==> config.mk <==
export PLATFORM = sky130hd
export DESIGN_NAME = period_jitter_monitor_top
export DESIGN_NICKNAME = d
export VERILOG_FILES = /design/src/hw/rtl/pjm_pkg.sv /design/src/hw/rtl/period_jitter_monitor_top.sv
export SDC_FILE = /design/constraint.sdc
export NUM_CORES = 1
export LEC_CHECK = 0
export BUFFER_PORTS_ARGS = -buffer_cell sky130_fd_sc_hd__buf_2
export CAP_MARGIN = 20
export CORE_AREA = 5 5 331 333
export DETAILED_ROUTE_END_ITERATION = 10
export DIE_AREA = 0 0 336 338
export HOLD_SLACK_MARGIN = 0.05
export PLACE_DENSITY = 0.44
export SLEW_MARGIN = 10
export SYNTH_ARGS = -nofsm -noshare
export SYNTH_HDL_FRONTEND = slang
export SYNTH_SLANG_ARGS = --single-unit
==> constraint.sdc <==
create_clock -name i_clk -period 15.3 [get_ports i_clk]
set_input_delay 3.06 -clock i_clk [delete_from_list [all_inputs] [get_ports i_clk]]
set_output_delay 3.06 -clock i_clk [all_outputs]
set_load 0.005 [all_outputs]
==> src/hw/rtl/pjm_pkg.sv <==
`timescale 1ns / 1ps

package pjm_pkg;

    // timestamp width used for the interval, at most the 63 bits of the field
    localparam int TIME_WIDTH = 64;
    localparam int TS_FIELD_W = 63;
    localparam int TS_USED_W  = (TIME_WIDTH < TS_FIELD_W) ? TIME_WIDTH : TS_FIELD_W;
    localparam int DIFF_W     = TS_USED_W + 1;
    localparam int LAT_W      = DIFF_W + 1;

    localparam logic signed [31:0] SAT_POS_LIMIT = 32'sh7fff_ffff;
    localparam logic signed [31:0] SAT_NEG_LIMIT = 32'sh8000_0000;
    localparam logic [30:0]        JITTER_MAX    = 31'h7fff_ffff;
    localparam logic [31:0]        NOMINAL_RST   = 32'd1000000;

    typedef struct packed {
        logic [TS_FIELD_W-1:0] timestamp_ns;
        logic                  reset_level;
        logic                  clear_request;
    } t_in_item;

    typedef struct packed {
        logic signed [31:0] interval_ns;
        logic signed [31:0] latency_ns;
        logic signed [31:0] min_latency_ns;
        logic signed [31:0] max_latency_ns;
        logic [30:0]        worst_jitter_ns;
        logic [31:0]        sample_total;
        logic               sample_emitted;
        logic               stats_cleared;
    } t_out_item;

    // saturate a wide signed value to signed 32 bits
    function automatic logic signed [31:0] sat32(input logic signed [LAT_W-1:0] v);
        logic [LAT_W-32:0] hi_bits;
        hi_bits = v[LAT_W-1:31];
        if ((hi_bits == '0) || (hi_bits == '1)) begin
            return v[31:0];
        end else if (v[LAT_W-1]) begin
            return SAT_NEG_LIMIT;
        end else begin
            return SAT_POS_LIMIT;
        end
    endfunction

endpackage

==> src/hw/rtl/period_jitter_monitor_top.sv <==
`timescale 1ns / 1ps
// period jitter monitor
// input channel (i_in_valid / o_in_ready / i_in_data): one transaction per
//   activation, carrying a timestamp in ns, the reset line level and a
//   software clear request
// output channel (o_out_valid / i_out_ready / o_out_data): exactly one
//   transaction per input transaction, in order, with the held interval,
//   latency, min / max latency, worst jitter, sample count and two flags
// config channel (i_cfg_valid / o_cfg_ready / i_cfg_data): writes the nominal
//   period; o_cfg_ready is always high, write only while the block is idle
// flow: an input transaction lands in the input register and moves on to
//   the result register once that is free or drains
// throughput: one transaction per cycle while the output is not stalled; the
//   interval subtract, the latency subtract and the min / max compares all
//   sit between the two registers
// reset (i_rst_n low, synchronous): both registers empty, statistics and
//   baseline zeroed, nominal period back to 1000000 ns
// stall: with the result register full and i_out_ready low, the input
//   register still takes one more transaction, then o_in_ready drops
module period_jitter_monitor_top (
    input  logic              i_clk,
    input  logic              i_rst_n,
    input  logic              i_in_valid,
    output logic              o_in_ready,
    input  pjm_pkg::t_in_item i_in_data,
    output logic              o_out_valid,
    input  logic              i_out_ready,
    output pjm_pkg::t_out_item o_out_data,
    input  logic              i_cfg_valid,
    output logic              o_cfg_ready,
    input  logic [31:0]       i_cfg_data
);
    import pjm_pkg::*;

    // config register
    logic [31:0] r_nominal;

    // input register
    logic     r_in_valid;
    t_in_item r_in;

    // result register
    logic      r_out_valid;
    t_out_item r_out;
    t_out_item n_out;

    // statistics state
    logic [TS_USED_W-1:0] r_last_time, n_last_time;
    logic                 r_have_base, n_have_base;
    logic signed [31:0]   r_held_iv, n_held_iv;
    logic signed [31:0]   r_held_lat, n_held_lat;
    logic signed [31:0]   r_min_lat, n_min_lat;
    logic signed [31:0]   r_max_lat, n_max_lat;
    logic [30:0]          r_worst, n_worst;
    logic [31:0]          r_count, n_count;
    logic                 r_line_prev, n_line_prev;

    // datapath
    logic                     adv;
    logic [TS_USED_W-1:0]     now;
    logic signed [DIFF_W-1:0] diff;
    logic signed [LAT_W-1:0]  diff_ext;
    logic signed [LAT_W-1:0]  lat_full;
    logic signed [31:0]       iv_sat;
    logic signed [31:0]       lat_sat;
    logic signed [31:0]       lat_neg;
    logic [30:0]              abs_lat;
    logic                     line_edge;
    logic                     do_clear;
    logic                     do_sample;

    // the input register moves on when the result register is free or drains
    assign adv         = r_in_valid && (!r_out_valid || i_out_ready);
    assign o_in_ready  = !r_in_valid || adv;
    assign o_cfg_ready = 1'b1;
    assign o_out_valid = r_out_valid;
    assign o_out_data  = r_out;

    always_comb begin
        now      = r_in.timestamp_ns[TS_USED_W-1:0];
        // both timestamps are non-negative, so one extra bit holds the difference
        diff     = {1'b0, now} - {1'b0, r_last_time};
        diff_ext = {diff[DIFF_W-1], diff};
        lat_full = diff_ext - {{(LAT_W-32){1'b0}}, r_nominal};
        iv_sat   = sat32(diff_ext);
        lat_sat  = sat32(lat_full);
        lat_neg  = -lat_sat;
        // a saturated latency also saturates its magnitude
        if (lat_sat == SAT_NEG_LIMIT) begin
            abs_lat = JITTER_MAX;
        end else if (lat_sat[31]) begin
            abs_lat = lat_neg[30:0];
        end else begin
            abs_lat = lat_sat[30:0];
        end

        line_edge = r_in.reset_level && !r_line_prev;
        do_clear  = r_in.clear_request || line_edge;
        do_sample = !do_clear && r_have_base;

        n_last_time = r_last_time;
        n_have_base = r_have_base;
        n_held_iv   = r_held_iv;
        n_held_lat  = r_held_lat;
        n_min_lat   = r_min_lat;
        n_max_lat   = r_max_lat;
        n_worst     = r_worst;
        n_count     = r_count;
        n_line_prev = r_line_prev;

        if (adv) begin
            n_line_prev = r_in.reset_level;
            n_last_time = now;
            n_have_base = 1'b1;
            if (do_clear) begin
                n_held_iv  = '0;
                n_held_lat = '0;
                n_min_lat  = '0;
                n_max_lat  = '0;
                n_worst    = '0;
                n_count    = '0;
            end else if (r_have_base) begin
                // first sample after a clear seeds min and max
                if ((r_count == '0) || (lat_sat < r_min_lat)) begin
                    n_min_lat = lat_sat;
                end
                if ((r_count == '0) || (lat_sat > r_max_lat)) begin
                    n_max_lat = lat_sat;
                end
                if (abs_lat > r_worst) begin
                    n_worst = abs_lat;
                end
                n_count    = r_count + 32'd1;
                n_held_iv  = iv_sat;
                n_held_lat = lat_sat;
            end
        end

        n_out.interval_ns     = n_held_iv;
        n_out.latency_ns      = n_held_lat;
        n_out.min_latency_ns  = n_min_lat;
        n_out.max_latency_ns  = n_max_lat;
        n_out.worst_jitter_ns = n_worst;
        n_out.sample_total    = n_count;
        n_out.sample_emitted  = do_sample;
        n_out.stats_cleared   = do_clear;
    end

    // config write
    always_ff @(posedge i_clk) begin
        if (!i_rst_n) begin
            r_nominal <= NOMINAL_RST;
        end else if (i_cfg_valid && o_cfg_ready) begin
            r_nominal <= i_cfg_data;
        end
    end

    // input register
    always_ff @(posedge i_clk) begin
        if (!i_rst_n) begin
            r_in_valid <= 1'b0;
        end else if (o_in_ready) begin
            r_in_valid <= i_in_valid;
        end
    end

    always_ff @(posedge i_clk) begin
        if (i_in_valid && o_in_ready) begin
            r_in <= i_in_data;
        end
    end

    // result register
    always_ff @(posedge i_clk) begin
        if (!i_rst_n) begin
            r_out_valid <= 1'b0;
        end else if (adv) begin
            r_out_valid <= 1'b1;
        end else if (i_out_ready) begin
            r_out_valid <= 1'b0;
        end
    end

    always_ff @(posedge i_clk) begin
        if (adv) begin
            r_out <= n_out;
        end
    end

    // statistics state
    always_ff @(posedge i_clk) begin
        if (!i_rst_n) begin
            r_last_time <= '0;
            r_have_base <= 1'b0;
            r_held_iv   <= '0;
            r_held_lat  <= '0;
            r_min_lat   <= '0;
            r_max_lat   <= '0;
            r_worst     <= '0;
            r_count     <= '0;
            r_line_prev <= 1'b0;
        end else begin
            r_last_time <= n_last_time;
            r_have_base <= n_have_base;
            r_held_iv   <= n_held_iv;
            r_held_lat  <= n_held_lat;
            r_min_lat   <= n_min_lat;
            r_max_lat   <= n_max_lat;
            r_worst     <= n_worst;
            r_count     <= n_count;
            r_line_prev <= n_line_prev;
        end
    end

endmodule

Word level (Yosys, flattened, before mapping). Cells that the tools add are included.

Bits of input ports: 102. Flip-flop bits (word level): 548. Word-level logic and storage cells: 81.

Equal/unequal tests: 3. Reduce and logical (&&, ||, !) cells: 19. Muxes and demuxes: 29. Order comparisons: 3. $add $sub $neg: 4.

Operators by type and width (count): $mux 32 (21); $mux 31 (6); $eq 34x34->1 const B (2); $logic_not 34->1 (2); $sub 64x33->65 (1); $sub 63x63->64 (1); $add 32x1->32 const B (1); $eq 32x32->1 const B (1); $gt 32x32->1 (1); $logic_not 32->1 (1); $lt 32x32->1 (1); $gt 31x31->1 (1); $neg 31->31 (1); $logic_or 1x1->1 (7); $logic_and 1x1->1 (4); $logic_not 1->1 (4); $mux 1 (2); $reduce_bool 2->1 (1).

Depth between registers and ports, before layout.
Depth in word-level cells: 13. Mapped depth: 61.

Worst setup path before layout. No wires, ideal clock.

Kind: register to register. Start: register r_in (netlist bit now[0]). End: register r_out (netlist bit o_out_data[40]) (data pin). Setup time: 0.132 ns. Data arrival time: 10.616 ns. Path slack: 4.552 ns. Cell stages (with the launch flop): 57. Period minus slack after synthesis: 10.748 ns. Path through: edfxtp_1 -> inv_1 -> ha_1 -> fa_1 -> nand2b_1 -> a21oi_1 -> o21ai_1 -> and3_1 -> nor2_1 -> a21oi_1 -> o21ai_0 -> xor2_1 -> ha_1 -> and2_1 -> or2_2 -> a221oi_1 -> nand2_1 -> or4_1 -> [... 21 more ...] -> nor2b_1 -> o21ai_0 -> nand2b_1 -> a21oi_1 -> nor2b_1 -> o21ai_0 -> nand2b_1 -> a21oi_1 -> nor2_1 -> a211oi_1 -> o21ai_0 -> a221o_1 -> a21oi_1 -> a311o_1 -> a21o_1 -> clkbuf_1 -> clkbuf_1 -> a22o_1.

Cells in the longest elaborated chain, start to end: 13.

RTL lines: start: declaration (line period_jitter_monitor_top.sv:40) `t_in_item r_in;`; start signal: assignment (line period_jitter_monitor_top.sv:169) `r_in <= i_in_data;`; $sub 63x63->64 (*) (line period_jitter_monitor_top.sv:82) `diff = {1'b0, now} - {1'b0, r_last_time};`; $sub 64x33->65 (*) (line period_jitter_monitor_top.sv:84) `lat_full = diff_ext - {{(LAT_W-32){1'b0}}, r_nominal};`; $eq 34x34->1 or $logic_not 34->1 (tied branches) (line pjm_pkg.sv:38) `if ((hi_bits == '0) || (hi_bits == '1)) begin`; $logic_or 1x1->1 (line pjm_pkg.sv:38); $mux 32 (*) (line pjm_pkg.sv:38); $neg 31->31 (line period_jitter_monitor_top.sv:87) `lat_neg = -lat_sat;`; $mux 31 (line period_jitter_monitor_top.sv:91) `end else if (lat_sat[31]) begin`; $mux 31 (*) (line period_jitter_monitor_top.sv:89) `if (lat_sat == SAT_NEG_LIMIT) begin`; $gt 31x31->1 (line period_jitter_monitor_top.sv:130) `if (abs_lat > r_worst) begin`; $mux 31 (*) (line period_jitter_monitor_top.sv:130); $mux 31 (*) (line period_jitter_monitor_top.sv:122) `end else if (r_have_base) begin`; $mux 31 (*) (line period_jitter_monitor_top.sv:115) `if (do_clear) begin`; $mux 31 (*) (line period_jitter_monitor_top.sv:111) `if (adv) begin`; named net n_worst[6] (line period_jitter_monitor_top.sv:54) `logic [30:0] r_worst, n_worst;`; end signal: assignment (line period_jitter_monitor_top.sv:186) `r_out <= n_out;`; end: declaration (line period_jitter_monitor_top.sv:44) `t_out_item r_out;`.

Mark *: on every way through the listed nets, which the timed path passes. The rest lies on a longest branch. A chain may end at the register's enable or synchronous reset.

Final worst setup path.
Start: register r_in (netlist bit now[4]). End: register r_worst[28].

Cells in the longest elaborated chain, start to end: 13.

RTL lines: $sub 63x63->64 (*) (line period_jitter_monitor_top.sv:82); $sub 64x33->65 (*) (line period_jitter_monitor_top.sv:84); $eq 34x34->1 or $logic_not 34->1 (tied branches) (line pjm_pkg.sv:38); $logic_or 1x1->1 (line pjm_pkg.sv:38); $mux 32 (*) (line pjm_pkg.sv:38); $neg 31->31 (line period_jitter_monitor_top.sv:87); $mux 31 (line period_jitter_monitor_top.sv:91); $mux 31 (*) (line period_jitter_monitor_top.sv:89); $gt 31x31->1 (line period_jitter_monitor_top.sv:130); $mux 31 (*) (line period_jitter_monitor_top.sv:130); $mux 31 (*) (line period_jitter_monitor_top.sv:122); $mux 31 (*) (line period_jitter_monitor_top.sv:115); $mux 31 (*) (line period_jitter_monitor_top.sv:111); end signal: assignment (line period_jitter_monitor_top.sv:209) `r_worst <= n_worst;`; end: declaration (line period_jitter_monitor_top.sv:54).

Mark *: on every way between the ends. The rest lies on a longest branch, timed or not.

==> reports/qor.txt <==
outcome: complete, no violations
global route total overflow: 0
Crit. End Element: register
Die W: 336 microns
Fin Clk Skew: 0.0270 ns
fraction of final layout cells sized beyond drive strength 1: 0.143
unrepaired setup endpoints after global routing: no
Worst Path Arrival: 14.20 ns
Slew Limit Fails: 0
CTS Sinks: 548
HP Start: r_last_time[12]
top post-synthesis cells by area: edfxtp_1, dfxtp_1, ha_1
Synth area leader: edfxtp_1
gp weighted congestion: 0.892
PortBufs: 296
Leakage Power: 14.0 nW
CTS tree: built
clk_lat worst skew: 0.66 ns
setup TNS: 0 ns
row cnt: 120
routed length per instance: 21.4 microns
FF+latch count, synth: 548
PD cells: 118 nW/um^2
Flop pwr share: 0.371
Synth Area per Inst: 9.08 sq um
logic gate share of total power: 0.248
DIE HEIGHT: 338 microns
initial antenna violation count: 3
drt drc: 0
switch share: 0.330
sequential area share after synthesis: 0.430
GRT Util Overall: 0.190
core area: 106000 sq um
Max VDD drop: 0.0690 mV
worst relative slew slack: 0.301
CP startpoint kind: register
prevailing post-synth register cell: dfxtp_1
FF-to-FF setup slack: 1.63 ns
clk root buf: clkbuf_16
placed cells: 5050
Tcrit/Tclk final: 0.894
H-tree levels: 3
post-synthesis cell area: 31500 sq um
Post-Syn Instances: 3473
starting density of the core: 0.297
Pint: 0.00289 W
max-capacitance violation count: 0
final hold viol count: 0
drt first-iter violations: 1955
post-synth top area share: 0.246
Vias: 26600
Worst EP required: 15.83 ns
final critical-path required period: 13.67 ns
Layout area overhead: 16.6%
worst stage delay on the critical path: 0.60 ns
Async SR Flop Fraction: 0
DP HPWL: 83700 microns
Hold WC Path Type: register to register
syn_nets: 3770
largest net degree at the start of global routing: 79
Setup crit start: now[4]
Top-Level Pins: 298
f_max: 0.0731 GHz
clk slew on worst S/H paths: 0.06 ns
number of detailed-route iterations in the first pass: 7
Setup Viol. Count Final: 0
first-pass GRT wire length: 166000 microns
Final Net Count: 4012
Die Footprint: 114000 sq um
warnings from Yosys: 0
fin cells: 5173
Netlist cell types: 104
clock share of power: 0.381
TritonCTS Buffers: 66
Slowest cell on crit path: or3_4
CP Max Fanout: 24
Post-synth EDFFs: 258
via/cell ratio: 5.13
sw power: 0.00143 W
vias in the first global route: 26000
CTS Buffer Depth: 3
wirelength, routed: 111000 microns
worst r2r src: now[4]
critical path type: register to register
ANT nets after route: 0
worst slew pin tran: 1.05 ns
cell usage after synthesis, types with 8 or more instances:
master    count
a211oi_1     21
a21o_1       64
a21oi_1     287
a22o_1      153
a31oi_1      18
and2_1       85
and3_1       29
and4_1        8
buf_1         8
buf_2        43
clkbuf_1    117
dfxtp_1     290
edfxtp_1    258
ha_1        193
inv_1       232
mux2i_1      35
nand2_1     438
nand2b_1     42
nand3_1      70
nand4_1      75
nor2_1      212
nor2b_1      36
nor3_1       76
nor4_1       43
o211ai_1     24
o21a_1       21
o21ai_0     125
o21ai_1      54
o21bai_1     14
o221ai_1     35
o31ai_1      10
or2_2        12
or3_1        13
or4_1        11
xnor2_1      75
xor2_1       63
cells in the final DEF, fill, tap and decap left out, types with 11 or more instances in the layout:
cell type	netlist	final
o221ai_1	35	35
a211oi_1	21	21
o21bai_1	14	14
xor2_1	63	63
nor2_1	212	208
a31oi_1	18	18
or4_1	11	11
nand4_1	75	75
nand3_1	70	70
or3_1	13	13
a21o_1	64	64
nor3_1	76	76
or2_2	12	12
nor2b_1	36	34
clkbuf_16	0	67
and3_1	29	29
and2_1	85	83
o21ai_1	54	52
o211ai_1	24	24
nand2_1	438	437
edfxtp_1	258	258
ha_1	193	193
xnor2_1	75	75
inv_1	232	232
a22o_1	153	153
buf_2	43	296
nor4_1	43	43
clkbuf_1	117	17
buf_4	3	51
o21a_1	21	21
nand2b_1	42	41
dfxtp_1	290	290
mux2i_1	35	35
a21oi_1	287	285
o21ai_0	125	124
critical path: cells and delay by family, from the launching register on:
kind                       cells  cell delay [ns]
and+or+nand+nor               20             4.87
muxes                          1             0.49
AOI/OAI and AO/OA             22             5.35
DFF                            1             0.39
adders and majority gates      4             1.28
xor gates and xnor gates       1             0.36
buffers and inverters          3             0.78
cells by family (layout without fill, tap and decap cells):
kind of cell / count (synthesis) / count (layout) / synth area share
adder cells (fa/ha/maj): 195 / 195 / 0.0779
buffers and inverters: 410 / 706 / 0.0514
multiplexers: 40 / 40 / 0.0129
flip-flops: 548 / 548 / 0.430
other: 1 / 2 / 0.000119
XOR/XNOR: 138 / 138 / 0.0383
AND/OR/NAND/NOR: 1199 / 1199 / 0.187
AO/OA/AOI/OAI: 942 / 942 / 0.203
metrics by stage:
stage / setup slack [ns] / util / cell area (sq um) / power [W] / hold slack, ns
after detailed placement: 1.41 / 0.324 / 34500 / 0.00270 / 0.447
after global routing: 0.181 / 0.346 / 36700 / 0.00454 / 0.472
after global placement: 1.73 / 0.324 / 34500 / 0.00270 / 0.442
after floorplan: 4.55 / - / 31500 / 0.00233 / 0.436
final: 1.63 / 0.346 / 36700 / 0.00432 / 0.451
after CTS: 1.31 / 0.346 / 36700 / 0.00438 / 0.455
layer usage:
metal | vias to the layer above | global-route usage | wire length, microns
met4 | 0 | 0.0562 | 2820
met5 | - | 0 | 0
met3 | 124 | 0.0300 | 5350
li1 | 13100 | - | -
met2 | 657 | 0.313 | 51400
met1 | 12700 | 0.258 | 51200
power by group through the flow:
stage               registers (W)  logic [W]  clock network, W
floorplan                 0.00164   0.000696                 0
global placement          0.00164    0.00107                 0
detailed placement        0.00164    0.00106                 0
CTS                       0.00161    0.00107           0.00171
global route              0.00161    0.00117           0.00176
finish                    0.00160    0.00107           0.00165
worst paths after layout:
kind | end | cells past startpoint
worst max-delay path | r_worst[28] | 51
worst min-delay path | r_last_time[12] | 2
worst max register to register | r_worst[28] | 51
worst min register to register | r_last_time[12] | 2
area by class of cell:
| type | count | area [sq um] |
|---|---|---|
| fill | 11200 | 69600 |
| multi-input combinational | 2515 | 16400 |
| sequential | 548 | 13600 |
| timing repair buffer | 347 | 1860 |
| clock buffer | 90 | 1820 |
| tap | 1403 | 1760 |
| inverter | 237 | 902 |
| clock inverter | 32 | 435 |
| antenna | 1 | 2.50 |
state kept, by name (all words and copies together) (netlist names):
signal,cells
o_out_data,193
now,63
r_last_time,63
r_count,32
r_held_iv,32
r_held_lat,32
r_max_lat,32
r_min_lat,32
r_nominal,32
r_worst,31
r_in,2
o_out_valid,1
r_have_base,1
r_in_valid,1
r_line_prev,1
repair_timing:
item / 4_1_cts / 5_1_grt
setup buffers: 0 / 0
gates resized for setup: 0 / 2
hold buffers: 0 / 0
setup endpoints to repair: 0 / 24
No activity file was read; power rests on OpenSTA's default activity.
